===== src/rtl/mfpe_pkg.sv =====
// Package for the meter frame parser with energy integration.
// Holds shared widths, character codes, phase and status encodings and the
// frame struct. No dependencies.
`timescale 1ns / 1ps
package mfpe_pkg;

  // Field widths
  localparam int BYTE_W     = 8;
  localparam int TIME_W     = 32;
  localparam int VALUE_W    = 20;
  localparam int COUNT_W    = 8;
  localparam int LIMIT_W    = 9;
  localparam int ENERGY_W   = 64;
  localparam int PRODUCT_W  = VALUE_W + TIME_W;
  localparam int MAX_FIELDS = 18;

  // Stream payload widths
  localparam int IN_TDATA_W  = 40;
  localparam int OUT_TDATA_W = 112;
  localparam int OUT_TUSER_W = 4;

  // Configuration register indexes
  localparam logic [1:0] CFG_FRAME_LIMIT   = 2'd0;
  localparam logic [1:0] CFG_READING_CMD   = 2'd1;
  localparam logic [1:0] CFG_READING_SUB   = 2'd2;

  // Configuration reset values
  localparam logic [LIMIT_W-1:0] FRAME_LIMIT_RST = 9'd511;
  localparam logic [BYTE_W-1:0]  READING_CMD_RST = 8'h64;  // 'd'
  localparam logic [BYTE_W-1:0]  READING_SUB_RST = 8'h2D;  // '-'

  // Characters of the line format
  localparam logic [BYTE_W-1:0] CH_START = 8'h23;  // '#'
  localparam logic [BYTE_W-1:0] CH_END   = 8'h3B;  // ';'
  localparam logic [BYTE_W-1:0] CH_SEP   = 8'h2C;  // ','
  localparam logic [BYTE_W-1:0] CH_PLUS  = 8'h2B;  // '+'
  localparam logic [BYTE_W-1:0] CH_MINUS = 8'h2D;  // '-'
  localparam logic [BYTE_W-1:0] CH_SPACE = 8'h20;
  localparam logic [BYTE_W-1:0] CH_TAB   = 8'h09;
  localparam logic [BYTE_W-1:0] CH_CR    = 8'h0D;
  localparam logic [BYTE_W-1:0] CH_ZERO  = 8'h30;
  localparam logic [BYTE_W-1:0] CH_NINE  = 8'h39;

  typedef enum logic [2:0] {
    PH_HUNT,
    PH_CMD,
    PH_SUB,
    PH_COUNT,
    PH_DATA
  } mfpe_phase_t;

  typedef enum logic [1:0] {
    NS_LEAD,
    NS_SIGN,
    NS_DIGITS,
    NS_DONE
  } mfpe_num_t;

  typedef enum logic [2:0] {
    ST_OK,
    ST_BAD_HEADER,
    ST_COUNT_NONPOS,
    ST_FEW_FIELDS,
    ST_OVERLONG,
    ST_TOO_MANY
  } mfpe_status_t;

  // Finished frame handed from the parser to the energy stage
  typedef struct packed {
    logic [BYTE_W-1:0]  cmd;
    logic [BYTE_W-1:0]  subcmd;
    logic [COUNT_W-1:0] decl;
    logic [VALUE_W-1:0] value;
    mfpe_status_t       status;
    logic               reading;
    logic               accumulate;
    logic [TIME_W-1:0]  dt;
  } mfpe_frame_t;

  function automatic logic is_space(input logic [BYTE_W-1:0] b);
    return (b == CH_SPACE) || ((b >= CH_TAB) && (b <= CH_CR));
  endfunction

  function automatic logic is_digit(input logic [BYTE_W-1:0] b);
    return (b >= CH_ZERO) && (b <= CH_NINE);
  endfunction

endpackage


===== src/rtl/meter_frame_parser_energy_unit.sv =====
// Top level of the meter frame parser with energy integration.
// Holds the configuration registers and the input register; uses mfpe_pkg,
// mfpe_parser and mfpe_energy.
//
//   Port group   Direction  Beat contents
//   s_axis_*     in         one received byte with its arrival time
//   m_axis_*     out        one finished frame with the energy total
//   cfg_*        in         register writes, no read-back
//
// One beat enters per cycle when the output side keeps up. The input register
// feeds the parser and the product multiplier combinationally. m_axis_tvalid
// rises once the closing beat has gone from the input register through the
// product register to the result register, each loading when the next stage
// can take it. A stalled output register holds the pipeline and drops
// s_axis_tready only once all stages are full.
// Synchronous reset clears the frame state, the energy total and the
// configuration registers to their defaults.
`timescale 1ns / 1ps
module meter_frame_parser_energy_unit (
  input  logic                               clk,
  input  logic                               rst,
  // [7:0] rx_byte, [39:8] rx_time_ms
  input  logic [mfpe_pkg::IN_TDATA_W-1:0]    s_axis_tdata,
  input  logic                               s_axis_tvalid,
  output logic                               s_axis_tready,
  // [7:0] frame_cmd, [15:8] frame_subcmd, [23:16] declared_fields,
  // [43:24] first_value, [107:44] energy_total, [111:108] zero
  output logic [mfpe_pkg::OUT_TDATA_W-1:0]   m_axis_tdata,
  // [2:0] frame_status, [3] is_reading
  output logic [mfpe_pkg::OUT_TUSER_W-1:0]   m_axis_tuser,
  output logic                               m_axis_tvalid,
  input  logic                               m_axis_tready,
  input  logic                               cfg_we,
  input  logic [1:0]                         cfg_index,
  input  logic [mfpe_pkg::LIMIT_W-1:0]       cfg_data
);

  logic [mfpe_pkg::LIMIT_W-1:0] frame_limit;
  logic [mfpe_pkg::BYTE_W-1:0]  reading_command;
  logic [mfpe_pkg::BYTE_W-1:0]  reading_subcommand;

  logic                         in_valid;
  logic [mfpe_pkg::BYTE_W-1:0]  in_byte;
  logic [mfpe_pkg::TIME_W-1:0]  in_time;
  logic                         step;
  logic                         emit;
  logic                         frame_ready;
  mfpe_pkg::mfpe_frame_t        frame;
  mfpe_pkg::mfpe_frame_t        res_frame;
  logic [mfpe_pkg::ENERGY_W-1:0] res_energy;

  // Configuration registers
  always_ff @(posedge clk) begin
    if (rst) begin
      frame_limit        <= mfpe_pkg::FRAME_LIMIT_RST;
      reading_command    <= mfpe_pkg::READING_CMD_RST;
      reading_subcommand <= mfpe_pkg::READING_SUB_RST;
    end else if (cfg_we) begin
      case (cfg_index)
        mfpe_pkg::CFG_FRAME_LIMIT: frame_limit        <= cfg_data;
        mfpe_pkg::CFG_READING_CMD: reading_command    <= cfg_data[mfpe_pkg::BYTE_W-1:0];
        mfpe_pkg::CFG_READING_SUB: reading_subcommand <= cfg_data[mfpe_pkg::BYTE_W-1:0];
        default: ;
      endcase
    end
  end

  // Input register; a byte is parsed once the product stage can take a result
  assign step          = in_valid && frame_ready;
  assign s_axis_tready = !in_valid || step;

  always_ff @(posedge clk) begin
    if (rst) begin
      in_valid <= 1'b0;
    end else if (s_axis_tready) begin
      in_valid <= s_axis_tvalid;
    end
    if (s_axis_tready && s_axis_tvalid) begin
      in_byte <= s_axis_tdata[mfpe_pkg::BYTE_W-1:0];
      in_time <= s_axis_tdata[mfpe_pkg::BYTE_W +: mfpe_pkg::TIME_W];
    end
  end

  mfpe_parser u_parser (
    .clk                (clk),
    .rst                (rst),
    .step               (step),
    .rx_byte            (in_byte),
    .rx_time_ms         (in_time),
    .frame_limit        (frame_limit),
    .reading_command    (reading_command),
    .reading_subcommand (reading_subcommand),
    .emit               (emit),
    .frame              (frame)
  );

  mfpe_energy u_energy (
    .clk         (clk),
    .rst         (rst),
    .frame_valid (step && emit),
    .frame       (frame),
    .frame_ready (frame_ready),
    .res_valid   (m_axis_tvalid),
    .res_ready   (m_axis_tready),
    .res_frame   (res_frame),
    .res_energy  (res_energy)
  );

  // Output packing
  assign m_axis_tdata = {4'b0000, res_energy, res_frame.value, res_frame.decl,
                         res_frame.subcmd, res_frame.cmd};
  assign m_axis_tuser = {res_frame.reading, res_frame.status};

endmodule


===== src/rtl/mfpe_parser.sv =====
// Byte-serial frame parser: start/end mark hunting, header capture, count and
// first value scanning, frame status and reading time bookkeeping.
// Depends on mfpe_pkg.
`timescale 1ns / 1ps
module mfpe_parser (
  input  logic                         clk,
  input  logic                         rst,
  input  logic                         step,
  input  logic [mfpe_pkg::BYTE_W-1:0]  rx_byte,
  input  logic [mfpe_pkg::TIME_W-1:0]  rx_time_ms,
  input  logic [mfpe_pkg::LIMIT_W-1:0] frame_limit,
  input  logic [mfpe_pkg::BYTE_W-1:0]  reading_command,
  input  logic [mfpe_pkg::BYTE_W-1:0]  reading_subcommand,
  output logic                         emit,
  output mfpe_pkg::mfpe_frame_t        frame
);

  localparam int CNT_WIDE_W = mfpe_pkg::COUNT_W + 4;
  localparam int VAL_WIDE_W = mfpe_pkg::VALUE_W + 4;
  localparam logic [VAL_WIDE_W-1:0] VALUE_MAX_WIDE =
    VAL_WIDE_W'((64'd1 << mfpe_pkg::VALUE_W) - 64'd1);
  localparam logic [CNT_WIDE_W-1:0] COUNT_MAX_WIDE = CNT_WIDE_W'(255);

  mfpe_pkg::mfpe_phase_t               parse_phase, parse_phase_next;
  mfpe_pkg::mfpe_num_t                 num_stage, num_stage_next;
  logic [mfpe_pkg::LIMIT_W-1:0]        frame_bytes, frame_bytes_next;
  logic [mfpe_pkg::COUNT_W-1:0]        field_index, field_index_next;
  logic                                first_char_seen, first_char_seen_next;
  logic [mfpe_pkg::BYTE_W-1:0]         cmd_char, cmd_char_next;
  logic [mfpe_pkg::BYTE_W-1:0]         subcmd_char, subcmd_char_next;
  logic [mfpe_pkg::COUNT_W-1:0]        count_accum, count_accum_next;
  logic                                count_negative, count_negative_next;
  logic [mfpe_pkg::VALUE_W-1:0]        value_accum, value_accum_next;
  logic [mfpe_pkg::TIME_W-1:0]         last_reading_time, last_reading_time_next;
  logic                                have_last_reading, have_last_reading_next;

  logic [3:0]                   digit;
  logic [CNT_WIDE_W-1:0]        cnt_wide;
  logic [VAL_WIDE_W-1:0]        val_wide;
  logic [mfpe_pkg::COUNT_W-1:0] decl;
  logic                         hdr_match;

  assign digit    = 4'(rx_byte - mfpe_pkg::CH_ZERO);
  assign cnt_wide = CNT_WIDE_W'(count_accum) * CNT_WIDE_W'(10) + CNT_WIDE_W'(digit);
  assign val_wide = VAL_WIDE_W'(value_accum) * VAL_WIDE_W'(10) + VAL_WIDE_W'(digit);
  assign decl     = count_negative ? '0 : count_accum;
  assign hdr_match = (cmd_char == reading_command) && (subcmd_char == reading_subcommand);

  // Next state and frame result for the byte in hand
  always_comb begin
    parse_phase_next       = parse_phase;
    num_stage_next         = num_stage;
    frame_bytes_next       = frame_bytes;
    field_index_next       = field_index;
    first_char_seen_next   = first_char_seen;
    cmd_char_next          = cmd_char;
    subcmd_char_next       = subcmd_char;
    count_accum_next       = count_accum;
    count_negative_next    = count_negative;
    value_accum_next       = value_accum;
    last_reading_time_next = last_reading_time;
    have_last_reading_next = have_last_reading;
    emit                   = 1'b0;
    frame.cmd              = cmd_char;
    frame.subcmd           = subcmd_char;
    frame.decl             = '0;
    frame.value            = '0;
    frame.status           = mfpe_pkg::ST_OK;
    frame.reading          = 1'b0;
    frame.accumulate       = 1'b0;
    frame.dt               = rx_time_ms - last_reading_time;

    if (parse_phase == mfpe_pkg::PH_HUNT) begin
      // Waiting for a start mark; it clears the frame state
      if (rx_byte == mfpe_pkg::CH_START) begin
        parse_phase_next     = mfpe_pkg::PH_CMD;
        frame_bytes_next     = mfpe_pkg::LIMIT_W'(1);
        field_index_next     = '0;
        first_char_seen_next = 1'b0;
        cmd_char_next        = '0;
        subcmd_char_next     = '0;
        count_accum_next     = '0;
        count_negative_next  = 1'b0;
        value_accum_next     = '0;
        num_stage_next       = mfpe_pkg::NS_LEAD;
      end
    end else if (frame_bytes >= frame_limit) begin
      // Overlong frame is reported with the overlong status and abandoned
      emit             = 1'b1;
      frame.status     = mfpe_pkg::ST_OVERLONG;
      parse_phase_next = mfpe_pkg::PH_HUNT;
    end else begin
      frame_bytes_next = frame_bytes + 1'b1;
      unique case (parse_phase)
        mfpe_pkg::PH_CMD, mfpe_pkg::PH_SUB: begin
          // First character of the field is kept, whatever it is
          if (!first_char_seen) begin
            if (parse_phase == mfpe_pkg::PH_CMD) cmd_char_next = rx_byte;
            else subcmd_char_next = rx_byte;
            first_char_seen_next = 1'b1;
          end
          frame.cmd    = cmd_char_next;
          frame.subcmd = subcmd_char_next;
          if (rx_byte == mfpe_pkg::CH_END) begin
            emit             = 1'b1;
            frame.status     = mfpe_pkg::ST_BAD_HEADER;
            parse_phase_next = mfpe_pkg::PH_HUNT;
          end else if (rx_byte == mfpe_pkg::CH_SEP) begin
            parse_phase_next = (parse_phase == mfpe_pkg::PH_CMD) ?
                               mfpe_pkg::PH_SUB : mfpe_pkg::PH_COUNT;
            first_char_seen_next = 1'b0;
            num_stage_next       = mfpe_pkg::NS_LEAD;
          end
        end
        mfpe_pkg::PH_COUNT: begin
          if (rx_byte == mfpe_pkg::CH_END) begin
            emit             = 1'b1;
            frame.status     = mfpe_pkg::ST_BAD_HEADER;
            parse_phase_next = mfpe_pkg::PH_HUNT;
          end else if (rx_byte == mfpe_pkg::CH_SEP) begin
            parse_phase_next = mfpe_pkg::PH_DATA;
            field_index_next = '0;
            num_stage_next   = mfpe_pkg::NS_LEAD;
          end else if ((num_stage == mfpe_pkg::NS_LEAD) && mfpe_pkg::is_space(rx_byte)) begin
            num_stage_next = num_stage;
          end else if ((num_stage == mfpe_pkg::NS_LEAD) &&
                       ((rx_byte == mfpe_pkg::CH_PLUS) || (rx_byte == mfpe_pkg::CH_MINUS))) begin
            count_negative_next = (rx_byte == mfpe_pkg::CH_MINUS);
            num_stage_next      = mfpe_pkg::NS_SIGN;
          end else if ((num_stage != mfpe_pkg::NS_DONE) && mfpe_pkg::is_digit(rx_byte)) begin
            count_accum_next = (cnt_wide > COUNT_MAX_WIDE) ? '1 :
                               mfpe_pkg::COUNT_W'(cnt_wide);
            num_stage_next   = mfpe_pkg::NS_DIGITS;
          end else begin
            num_stage_next = mfpe_pkg::NS_DONE;
          end
        end
        mfpe_pkg::PH_DATA: begin
          if (rx_byte == mfpe_pkg::CH_END) begin
            // End of frame: check the count against the fields seen
            emit             = 1'b1;
            parse_phase_next = mfpe_pkg::PH_HUNT;
            frame.decl       = decl;
            if (decl == '0) begin
              frame.status = mfpe_pkg::ST_COUNT_NONPOS;
            end else if (decl > mfpe_pkg::COUNT_W'(mfpe_pkg::MAX_FIELDS)) begin
              frame.status = mfpe_pkg::ST_TOO_MANY;
            end else if ((9'(field_index) + 9'd2) < 9'(decl)) begin
              frame.status = mfpe_pkg::ST_FEW_FIELDS;
            end else begin
              frame.status  = mfpe_pkg::ST_OK;
              frame.value   = value_accum;
              frame.reading = hdr_match;
              if (hdr_match) begin
                frame.accumulate       = have_last_reading;
                last_reading_time_next = rx_time_ms;
                have_last_reading_next = 1'b1;
              end
            end
          end else if (rx_byte == mfpe_pkg::CH_SEP) begin
            if (field_index != '1) field_index_next = field_index + 1'b1;
          end else if (field_index == '0) begin
            if ((num_stage == mfpe_pkg::NS_LEAD) && mfpe_pkg::is_space(rx_byte)) begin
              num_stage_next = num_stage;
            end else if ((num_stage != mfpe_pkg::NS_DONE) && mfpe_pkg::is_digit(rx_byte)) begin
              value_accum_next = (val_wide > VALUE_MAX_WIDE) ? '1 :
                                 mfpe_pkg::VALUE_W'(val_wide);
              num_stage_next   = mfpe_pkg::NS_DIGITS;
            end else begin
              num_stage_next = mfpe_pkg::NS_DONE;
            end
          end
        end
        default: begin
          parse_phase_next = mfpe_pkg::PH_HUNT;
        end
      endcase
    end
  end

  // Parser state registers
  always_ff @(posedge clk) begin
    if (rst) begin
      parse_phase       <= mfpe_pkg::PH_HUNT;
      num_stage         <= mfpe_pkg::NS_LEAD;
      frame_bytes       <= '0;
      field_index       <= '0;
      first_char_seen   <= 1'b0;
      cmd_char          <= '0;
      subcmd_char       <= '0;
      count_accum       <= '0;
      count_negative    <= 1'b0;
      value_accum       <= '0;
      last_reading_time <= '0;
      have_last_reading <= 1'b0;
    end else if (step) begin
      parse_phase       <= parse_phase_next;
      num_stage         <= num_stage_next;
      frame_bytes       <= frame_bytes_next;
      field_index       <= field_index_next;
      first_char_seen   <= first_char_seen_next;
      cmd_char          <= cmd_char_next;
      subcmd_char       <= subcmd_char_next;
      count_accum       <= count_accum_next;
      count_negative    <= count_negative_next;
      value_accum       <= value_accum_next;
      last_reading_time <= last_reading_time_next;
      have_last_reading <= have_last_reading_next;
    end
  end

endmodule


===== src/rtl/mfpe_energy.sv =====
// Energy stage: power times elapsed time into a product register, then a
// saturating 64-bit accumulate into the result register.
// Depends on mfpe_pkg.
`timescale 1ns / 1ps
module mfpe_energy (
  input  logic                           clk,
  input  logic                           rst,
  input  logic                           frame_valid,
  input  mfpe_pkg::mfpe_frame_t          frame,
  output logic                           frame_ready,
  output logic                           res_valid,
  input  logic                           res_ready,
  output mfpe_pkg::mfpe_frame_t          res_frame,
  output logic [mfpe_pkg::ENERGY_W-1:0]  res_energy
);

  logic                            mul_valid;
  mfpe_pkg::mfpe_frame_t           mul_frame;
  logic [mfpe_pkg::PRODUCT_W-1:0]  mul_product;
  logic                            mul_advance;
  logic [mfpe_pkg::ENERGY_W-1:0]   energy_accum, energy_accum_next;
  logic [mfpe_pkg::ENERGY_W:0]     energy_sum;

  assign mul_advance = mul_valid && (!res_valid || res_ready);
  assign frame_ready = !mul_valid || mul_advance;

  // Saturating add of the registered product
  assign energy_sum = {1'b0, energy_accum} +
                      (mfpe_pkg::ENERGY_W + 1)'(mul_product);
  assign energy_accum_next = energy_sum[mfpe_pkg::ENERGY_W] ? '1 :
                             energy_sum[mfpe_pkg::ENERGY_W-1:0];

  // Product stage: zero unless the frame adds energy
  always_ff @(posedge clk) begin
    if (rst) begin
      mul_valid <= 1'b0;
    end else if (frame_ready) begin
      mul_valid <= frame_valid;
    end
    if (frame_ready && frame_valid) begin
      mul_frame   <= frame;
      mul_product <= frame.accumulate ?
                     mfpe_pkg::PRODUCT_W'(frame.value) * mfpe_pkg::PRODUCT_W'(frame.dt) :
                     '0;
    end
  end

  // Accumulator and result register
  always_ff @(posedge clk) begin
    if (rst) begin
      energy_accum <= '0;
      res_valid    <= 1'b0;
    end else begin
      if (mul_advance) begin
        energy_accum <= energy_accum_next;
      end
      if (!res_valid || res_ready) begin
        res_valid <= mul_valid;
      end
    end
    if (mul_advance) begin
      res_frame  <= mul_frame;
      res_energy <= energy_accum_next;
    end
  end

endmodule


===== config.mk =====
export PLATFORM = sky130hd
export DESIGN_NAME = meter_frame_parser_energy_unit
export DESIGN_NICKNAME = d
export VERILOG_FILES = /design/src/rtl/mfpe_pkg.sv /design/src/rtl/meter_frame_parser_energy_unit.sv /design/src/rtl/mfpe_parser.sv /design/src/rtl/mfpe_energy.sv
export SDC_FILE = /design/constraint.sdc
export NUM_CORES = 2
export LEC_CHECK = 0
export BUFFER_PORTS_ARGS = -buffer_cell sky130_fd_sc_hd__buf_2
export CAP_MARGIN = 30
export CORE_UTILIZATION = 45
export DETAILED_ROUTE_END_ITERATION = 6
export SETUP_SLACK_MARGIN = 0.1
export SYNTH_ARGS = -nofsm -noshare
export SYNTH_HDL_FRONTEND = slang
export SYNTH_SLANG_ARGS = --single-unit

===== constraint.sdc =====
create_clock -name clk -period 28 [get_ports clk]
set_clock_uncertainty 0.15 [all_clocks]
set_input_delay 1.4 -clock clk [delete_from_list [all_inputs] [get_ports clk]]
set_output_delay 1.4 -clock clk [all_outputs]
set_load 0.02 [all_outputs]

Word-level counts from Yosys, hierarchy flattened
Index checks and enable logic that the tools add are counted.

Word-level logic and storage cells: 254. Bits in registers: 445. Input bits: 56.

Add/sub/neg operators: 8. $mul: 3. Equal/unequal tests: 36. Reductions and logical operators: 50. Bitwise logic cells: 7. Order comparisons: 9. Mux-type cells: 105.

Operators by type and width (count): 20-bit two-way mux (13); 8-bit two-way mux (28); 64-bit by 52-bit adder with 65-bit output (1); 64-bit two-way mux (1); 20-bit by 32-bit multiplier with 52-bit output (1); 49-bit two-way mux (1); 8-bit by 6-bit equality test with 1-bit output (second input constant) (6); 44-bit two-way mux (1); 2-bit two-way mux (19); 9-bit AND reduction (4); 3-bit two-way mux (11); 33-bit two-way mux (1); 32-bit subtractor (1); 28-bit two-way mux (1); 9-bit two-way mux (3); 24-bit by 4-bit adder with 24-bit output (1); 24-bit by 20-bit > comparator with 1-bit output (second input constant) (1); 20-bit by 3-bit multiplier with 23-bit output (second input constant) (1); 1-bit two-way mux (21); 8-bit equality test (2); 8-bit zero test (2); 16-bit two-way mux (1); 8-bit case mux with 2 select lines (1); 3-bit by 1-bit inequality test with 1-bit output (second input constant) (5); other kinds (48) (91).

Longest topological paths before layout
Depth in word-level cells: 12. Depth in mapped cells: 41. Gate-level depth less buffers: 39.

Modules after synthesis
Synthesis repeated with hierarchy kept, for this count alone.

Cell total of the unflattened synthesis: 4847. Area, all modules: 47018.8 sq um.

By module, submodules not included: mfpe_energy (area an instance 35242.6 sq um, cells each 3516, sequential area each 9669.3 sq um, instances 1); mfpe_parser (area an instance 9456.6 sq um, cells each 1177, sequential area each 2021.9 sq um, instances 1); meter_frame_parser_energy_unit (area an instance 2319.7 sq um, cells each 154, sequential area each 1721.7 sq um, instances 1).

Worst setup path after synthesis
OpenSTA, ideal clock, no wires.

Kind: input -> register. Start point: input port m_axis_tready. End point: register u_energy.mul_frame[33] (netlist bit), enable pin. Setup slack: 18.095 ns. Buffers on the path: 0. Required time: 27.140 ns. Cell stages on the path: 4. Arrival time: 9.045 ns. Library setup time: 0.710 ns. Cell sequence: nor2b_1 > nand2_1 > nand2_1 > a211oi_1.

Cells in the longest elaborated chain, start to end: 6.

Ends and longest elaborated chain: from (decl) (RTL line meter_frame_parser_energy_unit.sv:32) `input logic m_axis_tready,`; 1-bit logical OR * (RTL line mfpe_energy.sv:24) `assign mul_advance = mul_valid && (!res_valid || res_ready);`; 1-bit logical AND * (RTL line mfpe_energy.sv:24); 1-bit logical OR * (RTL line mfpe_energy.sv:25) `assign frame_ready = !mul_valid || mul_advance;`; 1-bit logical AND (RTL line meter_frame_parser_energy_unit.sv:69) `assign step = in_valid && frame_ready;`; 1-bit logical AND (RTL line meter_frame_parser_energy_unit.sv:100) `.frame_valid (step && emit),`; 1-bit logical AND * (RTL line mfpe_energy.sv:40) `if (frame_ready && frame_valid) begin`; to (signal assigned) (RTL line mfpe_energy.sv:41) `mul_frame <= frame;`; to (decl) (RTL line mfpe_energy.sv:18) `mfpe_pkg::mfpe_frame_t mul_frame;`.

Mark *: on every way between the ends. The rest lies on a longest branch, timed or not. A chain may end at the register's enable or synchronous reset.

Final worst setup path
Start point: register u_parser.frame_bytes[0] (netlist bit). End point: register u_energy.mul_product[51] (netlist bit) (data pin).

Cells in the longest elaborated chain, start to end: 4. Elaborated cells between the ends (all ways): 5. Classes of those cells: mul (1); order compare (1); mux (3).

Ends and longest elaborated chain: from (decl) (RTL line mfpe_parser.sv:26) `logic [mfpe_pkg::LIMIT_W-1:0] frame_bytes, frame_bytes_next;`; from (signal assigned) (RTL line mfpe_parser.sv:199) `frame_bytes <= frame_bytes_next;`; 9-bit >= comparator * (RTL line mfpe_parser.sv:87) `end else if (frame_bytes >= frame_limit) begin`; 44-bit two-way mux (RTL line mfpe_parser.sv:87); 49-bit two-way mux * (RTL line mfpe_parser.sv:73) `if (parse_phase == mfpe_pkg::PH_HUNT) begin`; 20-bit by 32-bit multiplier with 52-bit output (RTL line mfpe_energy.sv:43) `mfpe_pkg::PRODUCT_W'(frame.value) * mfpe_pkg::PRODUCT_W'(frame.dt) :`; to (signal assigned) (RTL line mfpe_energy.sv:42) `mul_product <= frame.accumulate ?`; to (decl) (RTL line mfpe_energy.sv:19) `logic [mfpe_pkg::PRODUCT_W-1:0] mul_product;`.

Marked as above.

==> results.json <==
{
  "drc": 39,
  "max_stage_delay_ps": 650,
  "path_buf_inv": 9,
  "dpl.hpwl_mm": 93.5,
  "fin_crit_ps": 10660,
  "violations": "design-rule violations",
  "via_count": 33700,
  "final_common_cell": "inv_1",
  "setup_violations": 0,
  "vias_per_cell": 5.43,
  "tritoncts": "yes",
  "ys_types": 92,
  "track_usage_pct": 25.2,
  "synth_seq_cells": 445,
  "drive_gt1_share_pct": 8.35,
  "num-nets-final": 5807,
  "cts-resized-gates": 0,
  "outcome": "finished, violations left",
  "final.setup.tns_ps": 0,
  "async_flop_share_pct": 0,
  "fmax_mhz": 93.8,
  "numCtsBuffers": 53,
  "grt_max_degree": 146,
  "finalCritPeriodShare_pct": 38.1,
  "postCtsHoldBufs": 0,
  "rows": 114,
  "fin_util_pct": 49.9,
  "core-area_sq_um": 96900,
  "worstPathMaxFanout": 38,
  "cp-end-kind": "register",
  "start_util_pct": 45.5,
  "finalMaxSlewViolations": 0,
  "synth_area_per_cell_sq_um": 9.19,
  "synth_top_area_share_pct": 24.6,
  "worstPathArrival_ps": 10900,
  "dp_slack_ps": 17460,
  "synthTopCellsByArea": "fa_1 25%, edfxtp_1 17%, ha_1 9.1%",
  "boundaryPins": 174,
  "slew_headroom_pct": 26.2,
  "hold_path.class": "register to register",
  "rsz0062_at_grt": "no",
  "grt_overflow": 0,
  "first_pass_iters": 7,
  "port_buffers": 169,
  "synth-edff-count": 252,
  "syn_inst": 4793,
  "drt_iter0_markers": 2869,
  "drt_wl_total_mm": 124,
  "htreeDepth": 2,
  "ant_nets": 0,
  "die_x_microns": 315,
  "fillCellCount": 9104,
  "place_area_sq_um": 46400,
  "die_h_microns": 315,
  "worstSetupStartpointType": "register",
  "layout.area.seq_sq_um": 11400,
  "worst_pin_slew_ps": 1100,
  "crit_required_ps": 28240,
  "finalInstanceArea_sq_um": 48300,
  "maxCapViolations": 0,
  "grt_pass1_vias": 34000,
  "clk_pin_slew_ps": 60,
  "cts_setup_buffers": 0,
  "antenna_found_initial": 0,
  "syn_area_sq_um": 44100,
  "cts_sinks": 445,
  "multi_input_area_sq_um": 29100,
  "ys_seq_area_share_pct": 25.9,
  "hold_viol": 0,
  "mostFrequentLayoutCells": "749 x inv_1, 574 x nand2_1, 542 x fa_1, 528 x nor2_1, 319 x ha_1",
  "antennaDiodeCount": 0,
  "ir_worst_vdd_mv": 0.0442,
  "critPathSlowestCell": "a2111oi_1",
  "wire_per_inst_microns": 19.9,
  "critPathTopFamily": "adder cells",
  "critical_path_class": "register to register",
  "p_leak_uw": 0.0235,
  "cts.path.max_buffers": 3,
  "gp_routability_congestion": 0.925,
  "yosys.area.top_type": "fa_1",
  "yosys_warnings": 0,
  "grt_first_pass_wirelength_mm": 194,
  "ctsRootBufferMaster": "clkbuf_16",
  "worstSkewPairLatency_ps": 670,
  "fin_total_pwr_uw": 1590,
  "die-area_sq_um": 99200,
  "synth-main-ff-cell": "edfxtp_1",
  "p_per_area_nw_per_um2": 32.9,
  "area_growth_pct": 9.60,
  "setup_slack_ps": 17340
}
==> routing by layer <==
| layer | global-route usage (%) | part of all wire [%] | vias up |
|---|---|---|---|
| li1 | - | - | 15800 |
| met1 | 35.1 | 44 | 16400 |
| met2 | 39.8 | 45 | 1231 |
| met3 | 4.26 | 7.8 | 234 |
| met4 | 8.55 | 3.4 | 0 |
| met5 | 0 | 0 | - |
==> final cells by class <==
type | instances | area share [%]
Tap cell | 1276 | 3.31
Clock buffer | 68 | 2.95
Sequential cell | 445 | 23.7
Inverter | 753 | 5.87
Clock inverter | 32 | 0.829
Timing Repair Buffer | 251 | 3.11
Multi-Input combinational cell | 3386 | 60.3
==> cell usage after synthesis, types with 15 or more instances <==
| master | count |
|---|---|
| buf_1 | 15 |
| nand3_1 | 73 |
| mux2i_1 | 49 |
| a211oi_1 | 24 |
| or3_1 | 15 |
| mux2_2 | 17 |
| dfxtp_1 | 193 |
| o21ai_0 | 111 |
| fa_1 | 542 |
| a31oi_1 | 30 |
| nor3_1 | 65 |
| a211o_1 | 26 |
| inv_1 | 749 |
| a22oi_1 | 24 |
| clkbuf_1 | 180 |
| and2_1 | 46 |
| xnor2_1 | 104 |
| a311oi_1 | 40 |
| nand4_1 | 37 |
| ha_1 | 319 |
| nand2_1 | 575 |
| nand2b_1 | 46 |
| o21bai_1 | 17 |
| edfxtp_1 | 252 |
| and3_1 | 51 |
| xor2_1 | 96 |
| a21o_1 | 108 |
| o21a_1 | 24 |
| a21oi_1 | 192 |
| nor2b_1 | 22 |
| nor2_1 | 528 |
==> metrics by stage <==
stage / instances / hold slack (ps)
after detailed placement: 6109 / 255
final: 6211 / 265
after global placement: 6097 / 251
after floorplan: 4796 / 250
after CTS: 6209 / 262
after global routing: 6211 / 267
==> power breakdown <==
part	total, uW	switching, uW	internal [uW]	leakage, uW
sequential	699	7.27	692	0.00437
combinational	163	121	42.7	0.0183
clock	725	305	420	0.000885
total	1590	433	1150	0.0235
==> cell families after synthesis <==
logic type / after synthesis / share of synthesized area [%]
AOI/OAI and AO/OA: 717 / 11.0
xor gates and xnor gates: 200 / 3.98
adders and majority gates: 861 / 33.7
buffers and inverters: 965 / 8.34
DFF: 445 / 25.9
muxes: 66 / 1.55
other: 1 / 0.00851
and+or+nand+nor: 1538 / 15.5
==> worst paths after layout <==
kind / startpoint / endpoint / slack, ps / cells past startpoint
max: u_parser.frame_bytes[0] / u_energy.mul_product[51] / 17340 / 36
min: u_energy.mul_frame[36] / u_energy.res_frame[36] / 260 / 0
max reg2reg: u_parser.frame_bytes[0] / u_energy.mul_product[51] / 17340 / 36
min reg2reg: u_energy.mul_frame[36] / u_energy.res_frame[36] / 260 / 0
==> registers in the layout (all words and copies together) (netlist names), 8 cells and up <==
signal and flops:
in_time 32, u_parser.field_index 8, reading_subcommand 8, in_byte 8
u_parser.subcmd_char 8, frame_limit 9, u_energy.res_energy 64, reading_command 8
u_energy.mul_frame 48, u_parser.frame_bytes 9, u_energy.energy_accum 64, u_energy.res_frame 48
u_parser.value_accum 20, u_parser.count_accum 8, u_parser.cmd_char 8, u_energy.mul_product 52
u_parser.last_reading_time 32
==> worst register-to-register path: cells and delay by family (launching register included) <==
family | cells | cell delay, ps
xor+xnor | 1 | 130
compound gates | 10 | 2670
fa+ha+maj | 9 | 4230
buf+inv | 9 | 1520
flops | 1 | 410
simple gates | 7 | 1270
Power figures use the tool's default switching activity.
